===== src/rtl/limit_order_book_matcher_top_assert.svh =====
// Assertion macros used by the order book top level.
// Bodies compile away when SYNTHESIS is defined.
`ifndef LIMIT_ORDER_BOOK_MATCHER_TOP_ASSERT_SVH
`define LIMIT_ORDER_BOOK_MATCHER_TOP_ASSERT_SVH
`ifndef SYNTHESIS
`define LOBM_ASSERT_IMPL(label, prop, msg) \
   label: assert property (@(posedge clock) disable iff (reset) prop) else $error(msg);
`define LOBM_ASSERT_NEVER(label, expr, msg) \
   label: assert property (@(posedge clock) disable iff (reset) !(expr)) else $error(msg);
`else
`define LOBM_ASSERT_IMPL(label, prop, msg)
`define LOBM_ASSERT_NEVER(label, expr, msg)
`endif
`endif


===== src/rtl/lobm_pkg.sv =====
// Shared types and constants for the limit order book matcher.
// No dependencies.
package lobm_pkg;
   localparam int ORDER_SLOTS = 64;
   localparam int SLOT_W      = $clog2(ORDER_SLOTS);
   localparam int CNT_W       = SLOT_W + 1;
   localparam int ID_W        = 16;
   localparam int SYM_W       = 4;
   localparam int PRICE_W     = 20;
   localparam int QTY_W       = 16;
   localparam int PSUM_W      = PRICE_W + 1;
   localparam logic [ID_W-1:0] ID_MAX   = '1;
   localparam logic [ID_W-1:0] ID_FIRST = ID_W'(1);
   localparam logic [5:0] DEAL_CAP = 6'd63;

   typedef enum logic [2:0] {
      KIND_ACCEPTED  = 3'd0,
      KIND_DEAL      = 3'd1,
      KIND_CANCELLED = 3'd2,
      KIND_NOT_FOUND = 3'd3,
      KIND_REJECTED  = 3'd4
   } kind_type;

   typedef enum logic [2:0] {
      ST_IDLE, ST_SCAN, ST_DECIDE, ST_WB_BUY, ST_WB_SELL, ST_CSCAN, ST_CDONE
   } state_type;

   typedef struct packed {
      logic [ID_W-1:0]    id;
      logic [SYM_W-1:0]   sym;
      logic               side;
      logic [PRICE_W-1:0] price;
      logic [QTY_W-1:0]   qty;
   } entry_type;

   typedef struct packed {
      logic              wr_en;
      logic [SLOT_W-1:0] wr_addr;
      entry_type         wr_data;
      logic              clr_en;
      logic [SLOT_W-1:0] clr_addr;
      logic [SLOT_W-1:0] rd_addr;
   } store_ctl_type;

   typedef struct packed {
      logic               found;
      logic [SLOT_W-1:0]  slot;
      entry_type          ent;
   } best_type;

   typedef struct packed {
      kind_type           kind;
      logic [ID_W-1:0]    report_id;
      logic [ID_W-1:0]    buy_id;
      logic [ID_W-1:0]    sell_id;
      logic [SYM_W-1:0]   order_symbol;
      logic               order_side;
      logic [PRICE_W-1:0] order_price;
      logic [QTY_W-1:0]   quantity;
      logic [PSUM_W-1:0]  deal_price_sum;
      logic               last;
   } rsp_type;
endpackage


===== src/rtl/limit_order_book_matcher_top.sv =====
// Limit order book matcher, top level: request decode, scan/match sequencer,
// result register. Depends on lobm_pkg, lobm_store and the assert header.
//
// Channel  Direction  Handshake              Payload
// req      in         start & !busy          req_func .. req_cancel_id
// rsp      out        rsp_valid, one cycle   rsp_kind .. rsp_last
//
// A new order with nonzero quantity is first inserted, then each match pass
// reads one store slot per cycle over 64 slots and then decides, plus a buy
// and a sell writeback per deal. Zero quantity or a full store: no scan.
// A cancel is one full scan of the store plus the report.
// Reset clears all valid bits at once; the store needs no clearing pass.
// Results leave on a one-cycle strobe; the receiver cannot stall.
module limit_order_book_matcher_top (
   input  logic                             clock,
   input  logic                             reset,
   input  logic                             start,
   output logic                             busy,
   input  logic                             req_func,
   input  logic [lobm_pkg::SYM_W-1:0]       req_symbol,
   input  logic                             req_side,
   input  logic [lobm_pkg::PRICE_W-1:0]     req_limit_price,
   input  logic [lobm_pkg::QTY_W-1:0]       req_order_qty,
   input  logic [lobm_pkg::ID_W-1:0]        req_cancel_id,
   output logic                             rsp_valid,
   output logic [2:0]                       rsp_kind,
   output logic [lobm_pkg::ID_W-1:0]        rsp_report_id,
   output logic [lobm_pkg::ID_W-1:0]        rsp_buy_id,
   output logic [lobm_pkg::ID_W-1:0]        rsp_sell_id,
   output logic [lobm_pkg::SYM_W-1:0]       rsp_order_symbol,
   output logic                             rsp_order_side,
   output logic [lobm_pkg::PRICE_W-1:0]     rsp_order_price,
   output logic [lobm_pkg::QTY_W-1:0]       rsp_quantity,
   output logic [lobm_pkg::PSUM_W-1:0]      rsp_deal_price_sum,
   output logic                             rsp_last
);
   import lobm_pkg::*;
   `include "limit_order_book_matcher_top_assert.svh"

   state_type           state_ff, state_in;
   logic [SYM_W-1:0]    sym_ff, sym_in;
   logic [ID_W-1:0]     cid_ff, cid_in;
   logic [ID_W-1:0]     oid_ff, oid_in;
   logic [ID_W-1:0]     next_id_ff, next_id_in;
   logic [CNT_W-1:0]    cnt_ff, cnt_in;
   logic [5:0]          deals_ff, deals_in;
   logic [QTY_W-1:0]    dq_ff, dq_in;
   best_type            bid_ff, bid_in, ask_ff, ask_in;
   rsp_type             pend_ff, pend_in, out_ff, out_in;
   logic                out_vld_ff, out_vld_in;

   store_ctl_type       ctl;
   entry_type           rd_data;
   logic                rd_valid;
   logic                free_found;
   logic [SLOT_W-1:0]   free_slot;
   logic [SLOT_W-1:0]   rd_slot;
   logic [QTY_W-1:0]    dq;
   entry_type           new_ent;
   rsp_type             blank;

   lobm_store u_store (
      .clock      (clock),
      .reset      (reset),
      .ctl        (ctl),
      .rd_data    (rd_data),
      .rd_valid   (rd_valid),
      .free_found (free_found),
      .free_slot  (free_slot)
   );

   assign rd_slot = SLOT_W'(cnt_ff - CNT_W'(1));
   assign dq      = (bid_ff.ent.qty < ask_ff.ent.qty) ? bid_ff.ent.qty : ask_ff.ent.qty;

   always_comb begin
      blank      = '0;
      blank.kind = KIND_ACCEPTED;
      // Symbol is 4 bits and the book has 16 symbols: no reduction needed.
      new_ent.id    = next_id_ff;
      new_ent.sym   = req_symbol;
      new_ent.side  = req_side;
      new_ent.price = req_limit_price;
      new_ent.qty   = req_order_qty;

      state_in   = state_ff;
      sym_in     = sym_ff;
      cid_in     = cid_ff;
      oid_in     = oid_ff;
      next_id_in = next_id_ff;
      cnt_in     = cnt_ff;
      deals_in   = deals_ff;
      dq_in      = dq_ff;
      bid_in     = bid_ff;
      ask_in     = ask_ff;
      pend_in    = pend_ff;
      out_in     = out_ff;
      out_vld_in = 1'b0;
      ctl        = '0;
      ctl.rd_addr = cnt_ff[SLOT_W-1:0];

      unique case (state_ff)
         ST_IDLE: begin
            if (start) begin
               cnt_in     = '0;
               bid_in     = '0;
               ask_in     = '0;
               cid_in     = req_cancel_id;
               sym_in     = req_symbol;
               if (req_func) begin
                  state_in = ST_CSCAN;
               end else begin
                  oid_in     = next_id_ff;
                  next_id_in = (next_id_ff == ID_MAX) ? ID_FIRST : next_id_ff + ID_W'(1);
                  out_in           = blank;
                  out_in.report_id = next_id_ff;
                  if (req_order_qty == '0) begin
                     out_in.last = 1'b1;
                     out_vld_in  = 1'b1;
                  end else if (!free_found) begin
                     out_in.kind = KIND_REJECTED;
                     out_in.last = 1'b1;
                     out_vld_in  = 1'b1;
                  end else begin
                     // Hold the ack until we know whether a deal follows.
                     pend_in     = out_in;
                     ctl.wr_en   = 1'b1;
                     ctl.wr_addr = free_slot;
                     ctl.wr_data = new_ent;
                     deals_in    = '0;
                     state_in    = ST_SCAN;
                  end
               end
            end
         end
         ST_SCAN: begin
            if (cnt_ff != '0 && rd_valid && rd_data.sym == sym_ff) begin
               if (!rd_data.side) begin
                  if (!bid_ff.found || ((rd_data.price == bid_ff.ent.price) ?
                        (rd_data.id < bid_ff.ent.id) : (rd_data.price > bid_ff.ent.price))) begin
                     bid_in.found = 1'b1;
                     bid_in.slot  = rd_slot;
                     bid_in.ent   = rd_data;
                  end
               end else begin
                  if (!ask_ff.found || ((rd_data.price == ask_ff.ent.price) ?
                        (rd_data.id < ask_ff.ent.id) : (rd_data.price < ask_ff.ent.price))) begin
                     ask_in.found = 1'b1;
                     ask_in.slot  = rd_slot;
                     ask_in.ent   = rd_data;
                  end
               end
            end
            cnt_in = cnt_ff + CNT_W'(1);
            if (cnt_ff == CNT_W'(ORDER_SLOTS)) state_in = ST_DECIDE;
         end
         ST_DECIDE: begin
            out_in     = pend_ff;
            out_vld_in = 1'b1;
            if (bid_ff.found && ask_ff.found && bid_ff.ent.price >= ask_ff.ent.price &&
                  deals_ff != DEAL_CAP) begin
               pend_in                = blank;
               pend_in.kind           = KIND_DEAL;
               pend_in.report_id      = oid_ff;
               pend_in.buy_id         = bid_ff.ent.id;
               pend_in.sell_id        = ask_ff.ent.id;
               pend_in.quantity       = dq;
               pend_in.deal_price_sum = PSUM_W'(bid_ff.ent.price) + PSUM_W'(ask_ff.ent.price);
               dq_in    = dq;
               deals_in = deals_ff + 6'd1;
               state_in = ST_WB_BUY;
            end else begin
               out_in.last = 1'b1;
               state_in    = ST_IDLE;
            end
         end
         ST_WB_BUY: begin
            ctl.wr_addr     = bid_ff.slot;
            ctl.wr_data     = bid_ff.ent;
            ctl.wr_data.qty = bid_ff.ent.qty - dq_ff;
            ctl.clr_addr    = bid_ff.slot;
            if (bid_ff.ent.qty == dq_ff) ctl.clr_en = 1'b1;
            else                         ctl.wr_en  = 1'b1;
            state_in = ST_WB_SELL;
         end
         ST_WB_SELL: begin
            ctl.wr_addr     = ask_ff.slot;
            ctl.wr_data     = ask_ff.ent;
            ctl.wr_data.qty = ask_ff.ent.qty - dq_ff;
            ctl.clr_addr    = ask_ff.slot;
            if (ask_ff.ent.qty == dq_ff) ctl.clr_en = 1'b1;
            else                         ctl.wr_en  = 1'b1;
            cnt_in   = '0;
            bid_in   = '0;
            ask_in   = '0;
            state_in = ST_SCAN;
         end
         ST_CSCAN: begin
            // First valid slot with a matching id wins.
            if (cnt_ff != '0 && rd_valid && rd_data.id == cid_ff && !bid_ff.found) begin
               bid_in.found = 1'b1;
               bid_in.slot  = rd_slot;
               bid_in.ent   = rd_data;
            end
            cnt_in = cnt_ff + CNT_W'(1);
            if (cnt_ff == CNT_W'(ORDER_SLOTS)) state_in = ST_CDONE;
         end
         ST_CDONE: begin
            out_in      = blank;
            out_in.last = 1'b1;
            out_vld_in  = 1'b1;
            if (bid_ff.found) begin
               out_in.kind         = KIND_CANCELLED;
               out_in.report_id    = bid_ff.ent.id;
               out_in.order_symbol = bid_ff.ent.sym;
               out_in.order_side   = bid_ff.ent.side;
               out_in.order_price  = bid_ff.ent.price;
               out_in.quantity     = bid_ff.ent.qty;
               ctl.clr_en          = 1'b1;
               ctl.clr_addr        = bid_ff.slot;
            end else begin
               out_in.kind      = KIND_NOT_FOUND;
               out_in.report_id = cid_ff;
            end
            state_in = ST_IDLE;
         end
         default: state_in = ST_IDLE;
      endcase
   end

   always_ff @(posedge clock) begin
      if (reset) begin
         state_ff   <= ST_IDLE;
         next_id_ff <= ID_FIRST;
         out_vld_ff <= 1'b0;
      end else begin
         state_ff   <= state_in;
         next_id_ff <= next_id_in;
         out_vld_ff <= out_vld_in;
      end
   end

   always_ff @(posedge clock) begin
      sym_ff   <= sym_in;
      cid_ff   <= cid_in;
      oid_ff   <= oid_in;
      cnt_ff   <= cnt_in;
      deals_ff <= deals_in;
      dq_ff    <= dq_in;
      bid_ff   <= bid_in;
      ask_ff   <= ask_in;
      pend_ff  <= pend_in;
      out_ff   <= out_in;
   end

   assign busy               = (state_ff != ST_IDLE);
   assign rsp_valid          = out_vld_ff;
   assign rsp_kind           = out_ff.kind;
   assign rsp_report_id      = out_ff.report_id;
   assign rsp_buy_id         = out_ff.buy_id;
   assign rsp_sell_id        = out_ff.sell_id;
   assign rsp_order_symbol   = out_ff.order_symbol;
   assign rsp_order_side     = out_ff.order_side;
   assign rsp_order_price    = out_ff.order_price;
   assign rsp_quantity       = out_ff.quantity;
   assign rsp_deal_price_sum = out_ff.deal_price_sum;
   assign rsp_last           = out_ff.last;

   `LOBM_ASSERT_IMPL(a_more_follows, rsp_valid && !rsp_last |-> busy, "non-final result while idle")
   `LOBM_ASSERT_IMPL(a_accept_progress, start && !busy |=> busy || (rsp_valid && rsp_last), "accepted request dropped")
   `LOBM_ASSERT_NEVER(a_deal_qty, rsp_valid && rsp_kind == KIND_DEAL && rsp_quantity == '0, "empty deal")
endmodule


===== src/rtl/lobm_store.sv =====
// Order store: entry memory with registered read, per-slot valid flops,
// and the lowest-free-slot finder. Depends on lobm_pkg.
module lobm_store (
   input  logic                         clock,
   input  logic                         reset,
   input  lobm_pkg::store_ctl_type      ctl,
   output lobm_pkg::entry_type          rd_data,
   output logic                         rd_valid,
   output logic                         free_found,
   output logic [lobm_pkg::SLOT_W-1:0]  free_slot
);
   import lobm_pkg::*;

   entry_type               mem [ORDER_SLOTS];
   logic [ORDER_SLOTS-1:0]  valid_ff;
   entry_type               rd_data_ff;
   logic                    rd_valid_ff;

   always_ff @(posedge clock) begin
      if (ctl.wr_en) begin
         mem[ctl.wr_addr] <= ctl.wr_data;
      end
      rd_data_ff  <= mem[ctl.rd_addr];
      rd_valid_ff <= valid_ff[ctl.rd_addr];
   end

   always_ff @(posedge clock) begin
      if (reset) begin
         valid_ff <= '0;
      end else begin
         if (ctl.wr_en) valid_ff[ctl.wr_addr] <= 1'b1;
         if (ctl.clr_en) valid_ff[ctl.clr_addr] <= 1'b0;
      end
   end

   // Lowest invalid slot.
   always_comb begin
      free_found = 1'b0;
      free_slot  = '0;
      for (int i = ORDER_SLOTS - 1; i >= 0; i--) begin
         if (!valid_ff[i]) begin
            free_found = 1'b1;
            free_slot  = SLOT_W'(i);
         end
      end
   end

   assign rd_data  = rd_data_ff;
   assign rd_valid = rd_valid_ff;
endmodule

===== config.mk =====
export PLATFORM = sky130hd
export DESIGN_NAME = limit_order_book_matcher_top
export DESIGN_NICKNAME = d
export VERILOG_FILES = /design/src/rtl/lobm_pkg.sv /design/src/rtl/limit_order_book_matcher_top.sv /design/src/rtl/lobm_store.sv
export VERILOG_INCLUDE_DIRS = /design/src /design/src/rtl
export SDC_FILE = /design/constraint.sdc
export NUM_CORES = 2
export LEC_CHECK = 0
export BUFFER_PORTS_ARGS = -buffer_cell sky130_fd_sc_hd__buf_4
export CAP_MARGIN = 20
export CORE_ASPECT_RATIO = 1.25
export CORE_MARGIN = 1
export CORE_UTILIZATION = 30
export DETAILED_ROUTE_END_ITERATION = 16
export GPL_ROUTABILITY_DRIVEN = 0
export GPL_TIMING_DRIVEN = 0
export PLACE_DENSITY = 0.43
export SLEW_MARGIN = 40
export SYNTH_ARGS = -nofsm -noshare
export SYNTH_HDL_FRONTEND = slang
export SYNTH_SLANG_ARGS = --single-unit

===== constraint.sdc =====
create_clock -name clock -period 11.2 [get_ports clock]
set_input_delay 1.68 -clock clock [delete_from_list [all_inputs] [get_ports clock]]
set_output_delay 1.68 -clock clock [all_outputs]
set_load 0.005 [all_outputs]

**Word level (Yosys, flattened, before mapping)**

Memories as Yosys holds them, arrays and structs flattened. A register that Yosys moved wholly into a read port is not among the register bits.
Cells that the tools add are included.
Widths: inputs -> output; s select.

- Equal/unequal tests: 30
- Bitwise gates (word level): 4
- Reduce and logical (&&, ||, !) cells: 33
- Multiplexer cells: 199
- Magnitude comparators: 11
- Add/subtract/negate cells: 7

Operators by type and width:

| kind | count |
|---|---|
| $mux 64 | 15 |
| $mux 114 | 7 |
| $mux 6 | 69 |
| $pmux 64 s3 | 2 |
| $pmux 114 s3 | 1 |
| $pmux 64 s4 | 1 |
| $pmux 114 s2 | 1 |
| $mux 1 | 80 |
| $and 64x64->64 | 1 |
| $not 64->64 | 1 |
| $or 64x64->64 | 1 |
| $eq 16x16->1 | 3 |
| $lt 16x16->1 | 3 |
| $pmux 7 s3 | 2 |
| $mux 41 | 1 |
| $eq 20x20->1 | 2 |
| $mux 16 | 2 |
| $sub 16x16->16 | 2 |
| $mux 3 | 8 |
| $ne 2x2->1 const B | 12 |
| $add 20x20->21 | 1 |
| $lt 6x7->1 const B | 3 |
| $ge 20x20->1 | 1 |
| $gt 20x20->1 | 1 |
| 38 further kinds | 64 |

- Input port bits: 61
- Register bits: 506
- Output and inout port bits: 116
- Memories kept: 1
- Logic and storage cells: 330
- Memory bits (writable): 3,648

Memory list:

| memory | words | width | rd ports | clocked after Yosys merged registers in | wr ports | line | RTL |
|---|---|---|---|---|---|---|---|
| u_store.mem | 64 | 57 | 1 | 1 | 1 | lobm_store.sv:14 | `entry_type mem [ORDER_SLOTS];` |

**Logic depth before layout (Yosys ltp)**

- Depth after elaboration: 78
- Mapped depth: 14
- Gate-level depth less buffers: 13

**Cells and area by module**

A second synthesis with hierarchy kept.

- Cell total of the unflattened synthesis: 8,090
- Area, all modules: 163,973.5 µm²

By module, submodules not included:

| module | sequential area each (µm²) | cells an instance | area an instance (µm²) | times used |
|---|---|---|---|---|
| lobm_store | 111,987.4 | 6,154 | 141,923.6 | 1 |
| limit_order_book_matcher_top | 12,171.7 | 1,936 | 22,049.9 | 1 |

**Worst setup path after synthesis**

OpenSTA, ideal clock, no wires.

- Path kind: in2reg
- From: input port start
- To: memory u_store.mem[22][0] (netlist bit) (enable)
- Arrival: 6,530 ps
- Path buffers: 3
- Path slack: 4,198 ps
- Setup time: 472 ps
- Data required time: 10,728 ps
- Stages on the path: 14
- Cell sequence: nand2b_4 nor3_4 nand2b_2 clkinv_2 and2_2 and2_1 buf_6 nand3_1 a311o_1 nand2_1 buf_4 nand3b_2 buf_2 nor2_1

- Longest elaborated chain between the ends: 4

Ends and longest elaborated chain:

| item | line | RTL |
|---|---|---|
| from (decl) | limit_order_book_matcher_top.sv:17 | `input logic start,` |
| $mux 64 * | limit_order_book_matcher_top.sv:103 | `if (start) begin` |
| $pmux 64 s3 * | limit_order_book_matcher_top.sv:101 | `unique case (state_ff)` |
| $mux 1 | lobm_store.sv:20 | `if (ctl.wr_en) begin` |
| $mux 1 (not written as such) | lobm_store.sv:21 | `mem[ctl.wr_addr] <= ctl.wr_data;` |
| to (decl) | lobm_store.sv:14 |  |

Mark *: on every way between the ends. The rest lies on a longest branch, timed or not.

**Final worst setup path**

- From: register cnt_ff[0]
- To: register bid_ff[11] (netlist bit) (enable)

- Longest elaborated chain between the ends: 6
- Elaborated cells between the ends (all ways): 8
- Classes of those cells: eq/ne (2); reduce/logical (6)

Ends and longest elaborated chain:

| item | line | RTL |
|---|---|---|
| from (decl) | limit_order_book_matcher_top.sv:45 | `logic [CNT_W-1:0] cnt_ff, cnt_in;` |
| from (signal assigned) | limit_order_book_matcher_top.sv:246 | `cnt_ff <= cnt_in;` |
| $reduce_bool 7->1 * | limit_order_book_matcher_top.sv:136, limit_order_book_matcher_top.sv:199 |  |
| $logic_and 1x1->1 * | limit_order_book_matcher_top.sv:136, limit_order_book_matcher_top.sv:199 |  |
| $logic_and 1x1->1 (2 in a row) | limit_order_book_matcher_top.sv:199 | `if (cnt_ff != '0 && rd_valid && rd_data.id == cid_ff && !bid_ff.found) begin` |
| $ne 2x2->1 (no line) | n/a |  |
| $reduce_and 6->1 (no line) * | n/a |  |
| to (signal assigned) | limit_order_book_matcher_top.sv:249 | `bid_ff <= bid_in;` |
| to (decl) | limit_order_book_matcher_top.sv:48 | `best_type bid_ff, bid_in, ask_ff, ask_in;` |

Marked as above.
A chain may end at the register's enable or synchronous reset.

==> metrics <==
VDD IR max 0.148 mV; largest net degree at the start of global routing 65; CTS tree yes; status finished, final reports clean; post-cts gate resize count 0; dpl cell area 187000 um2; min cycle time layout 6.02 ns; leak pwr 64.3 nW; overflow left after global routing 0; dominant cells by area after synthesis edfxtp_1, mux4_2, dfxtp_1; worst-skew pair later-pin latency 1.03 ns; final period utilization 0.538; routed length per instance 32.3 um; antenna-violating nets left 0; Avg Cell Area, Syn 21.6 um2; Initial Utilization 0.301; unrepaired setup endpoints after global routing false; critical path required time 11.92 ns; FFs w/ async S/R, synth 0; dpl hpwl 407000 um; register area share after synthesis 0.752; DR vias 82818; number of synthesized flops with an enable pin 4040; Post-Synthesis Cells 7652; Die H 831 um; hold path startpoint next_id_ff[5]; Final Util 0.366; final instance area 200000 um2; endpoints failing setup 0; Reg-to-Reg End bid_ff[11]; Worst Reg-to-Reg Cells 19; multi-input logic area 39400 um2; final std cells w/o fill 16472; die area 553000 um2; FF-to-FF setup slack 5.18 ns; Yosys cell types 91; largest area contributor in the netlist edfxtp_1; Synth Cell Area 165000 um2; critical path type reg -> reg; fmax 166 MHz; DRT iter0 DRCs 7929; initial antenna violation count 55; htree depth 5; GRT Util Overall 0.189; Clock Sinks 4182; CP Cell Sequence buf_2 > buf_6 > buf_2 > buf_2 > buf_2 > inv_1 > ha_1 > nand3b_1 > o21ai_0 > nor4_1 > nand4_1 > o211ai_1 > nand4_1 > a31oi_4 > buf_8 > buf_16 > buf_8 > buf_8 > buf_8; Hold Crit Endpoint oid_ff[5]; FF/Latch Area 124000 um2; number of maximum-capacitance violations 0; first-pass GRT wire length 725000 um; clk_skew 0.0620 ns; Slew HR 0.378; worst-path fanout max 15; ys flop type edfxtp_1; worst r2r src cnt_ff[0]; Worst-Margin Slew 0.933 ns; Yosys reg bits 4182; DRC errors left 0; core box area 548000 um2; Site Rows 304; Post-Place Cells 15694; Worst EP arrival 6.74 ns; Power Dens Cells 201 nW/um2; max incr delay on CP 0.77 ns; Worst Setup Slack, final 5.18 ns; DIE WIDTH 666 um; Worst-path clk slew 0.07 ns; Yosys top cell area share 0.735; Hold-fix buffers, CTS 0; Pre-antenna DRT Iters 6; I/O Pins 177; Post-synth top cells edfxtp_1, mux4_2, clkbuf_1, nor2_1, inv_1; final slew viol count 0; CTS Buf Count 413; Routed WL 531000 um; HP Class reg -> reg; Post CTS Setup Buffer Count 0; Setup WS pre-CTS 4.38 ns; clock root buffer master clkbuf_16; CP Launch Type register; layout cells sized above 1 0.325; crit path buf inv count 11; Port Buffer Count 175; cell count of the worst hold path 0; # fillers 50082; vias per cell 5.03; Crit-path slowest cell buf_2; vias in the first global route 88112; synth warn 0; final count of hold timing violations 0; Post-Synthesis Net Count 7876; Setup crit end kind register; Max clock buf depth 4; CP top delay family buffers and inverters; Area growth syn-to-layout 21.4%; nets@finish 8989; count leader, synth edfxtp_1
cell usage in the layout (no fill, tap or decap), types with 160 or more instances in the layout:
cell type / instances
nor2_1: 172
edfxtp_1: 4040
mux4_2: 1218
buf_4: 209
buf_16: 217
ha_1: 160
buf_8: 190
clkbuf_16: 422
clkbuf_1: 193
inv_1: 167
registers in the layout, summed over array words and instances (netlist names), 3 cells and up:
name,count
dq_ff,16
u_store.mem,3648
cid_ff,16
state_ff,3
sym_ff,4
pend_ff,86
rsp_quantity,16
rsp_buy_id,16
rsp_deal_price_sum,21
cnt_ff,7
rsp_kind,3
rsp_report_id,16
deals_ff,6
u_store.valid_ff,64
bid_ff,64
rsp_sell_id,16
rsp_order_symbol,4
next_id_ff,16
oid_ff,16
ask_ff,63
u_store.rd_data,57
rsp_order_price,20
metrics by stage:
stage | setup TNS, ns | hold WS [ns] | power, W
CTS | 0 | 0.438 | 0.0409
detailed placement | 0 | 0.420 | 0.0269
finish | 0 | 0.433 | 0.0403
global route | 0 | 0.448 | 0.0417
floorplan | 0 | 0.406 | 0.0231
global placement | -6023.15 | 0.411 | 0.0265
routing by layer:
metal,track usage,vias to the layer above,wire (um)
met3,0.0263,806,25600
met1,0.217,45063,196000
met5,0,-,101
li1,-,34362,-
met4,0.0696,12,21700
met2,0.355,2575,288000
worst max path at each step:
| stage | from | endpoint | slack, ns | depth (start not counted) |
|---|---|---|---|---|
| 6_report | cnt_ff[0] | bid_ff[11] | 5.18 | 19 |
| 5_1_grt | cnt_ff[0] | bid_ff[14] | 5.03 | 19 |
| 4_1_cts | cnt_ff[0] | bid_ff[15] | 5.14 | 19 |
| 3_5_place_dp | req_order_qty[8] | u_store.mem[46][25] | 4.38 | 15 |
| 3_3_place_gp | start | u_store.mem[62][17] | -2.37 | 15 |
| 2_1_floorplan | start | u_store.mem[22][0] | 4.20 | 14 |
final cells by class:
class,count,share of cell area
sequential,4182,0.620
timing repair buffer,698,0.0575
multi-input combinational,2868,0.197
clock inverter,232,0.0112
antenna,27,0.000337
inverter,211,0.00443
buffer,391,0.00949
clock buffer,519,0.0547
tap,7344,0.0459
power breakdown:
group	internal [W]	switching [W]	leakage (nW)
Clock	0.00780	0.00606	6.42
Combinational	0.00329	0.00482	19.5
Sequential	0.0180	0.000404	38.4
logic make-up after synthesis:
| family | after synthesis | share of synthesized area |
|---|---|---|
| mux | 1250 | 0.168 |
| compound gates | 529 | 0.0217 |
| xor+xnor | 88 | 0.00467 |
| buf+inv | 602 | 0.0142 |
| fa+ha+maj | 163 | 0.0125 |
| simple gates | 838 | 0.0267 |
| flops | 4182 | 0.752 |
Note: power is estimated with default switching activity, not from simulation.
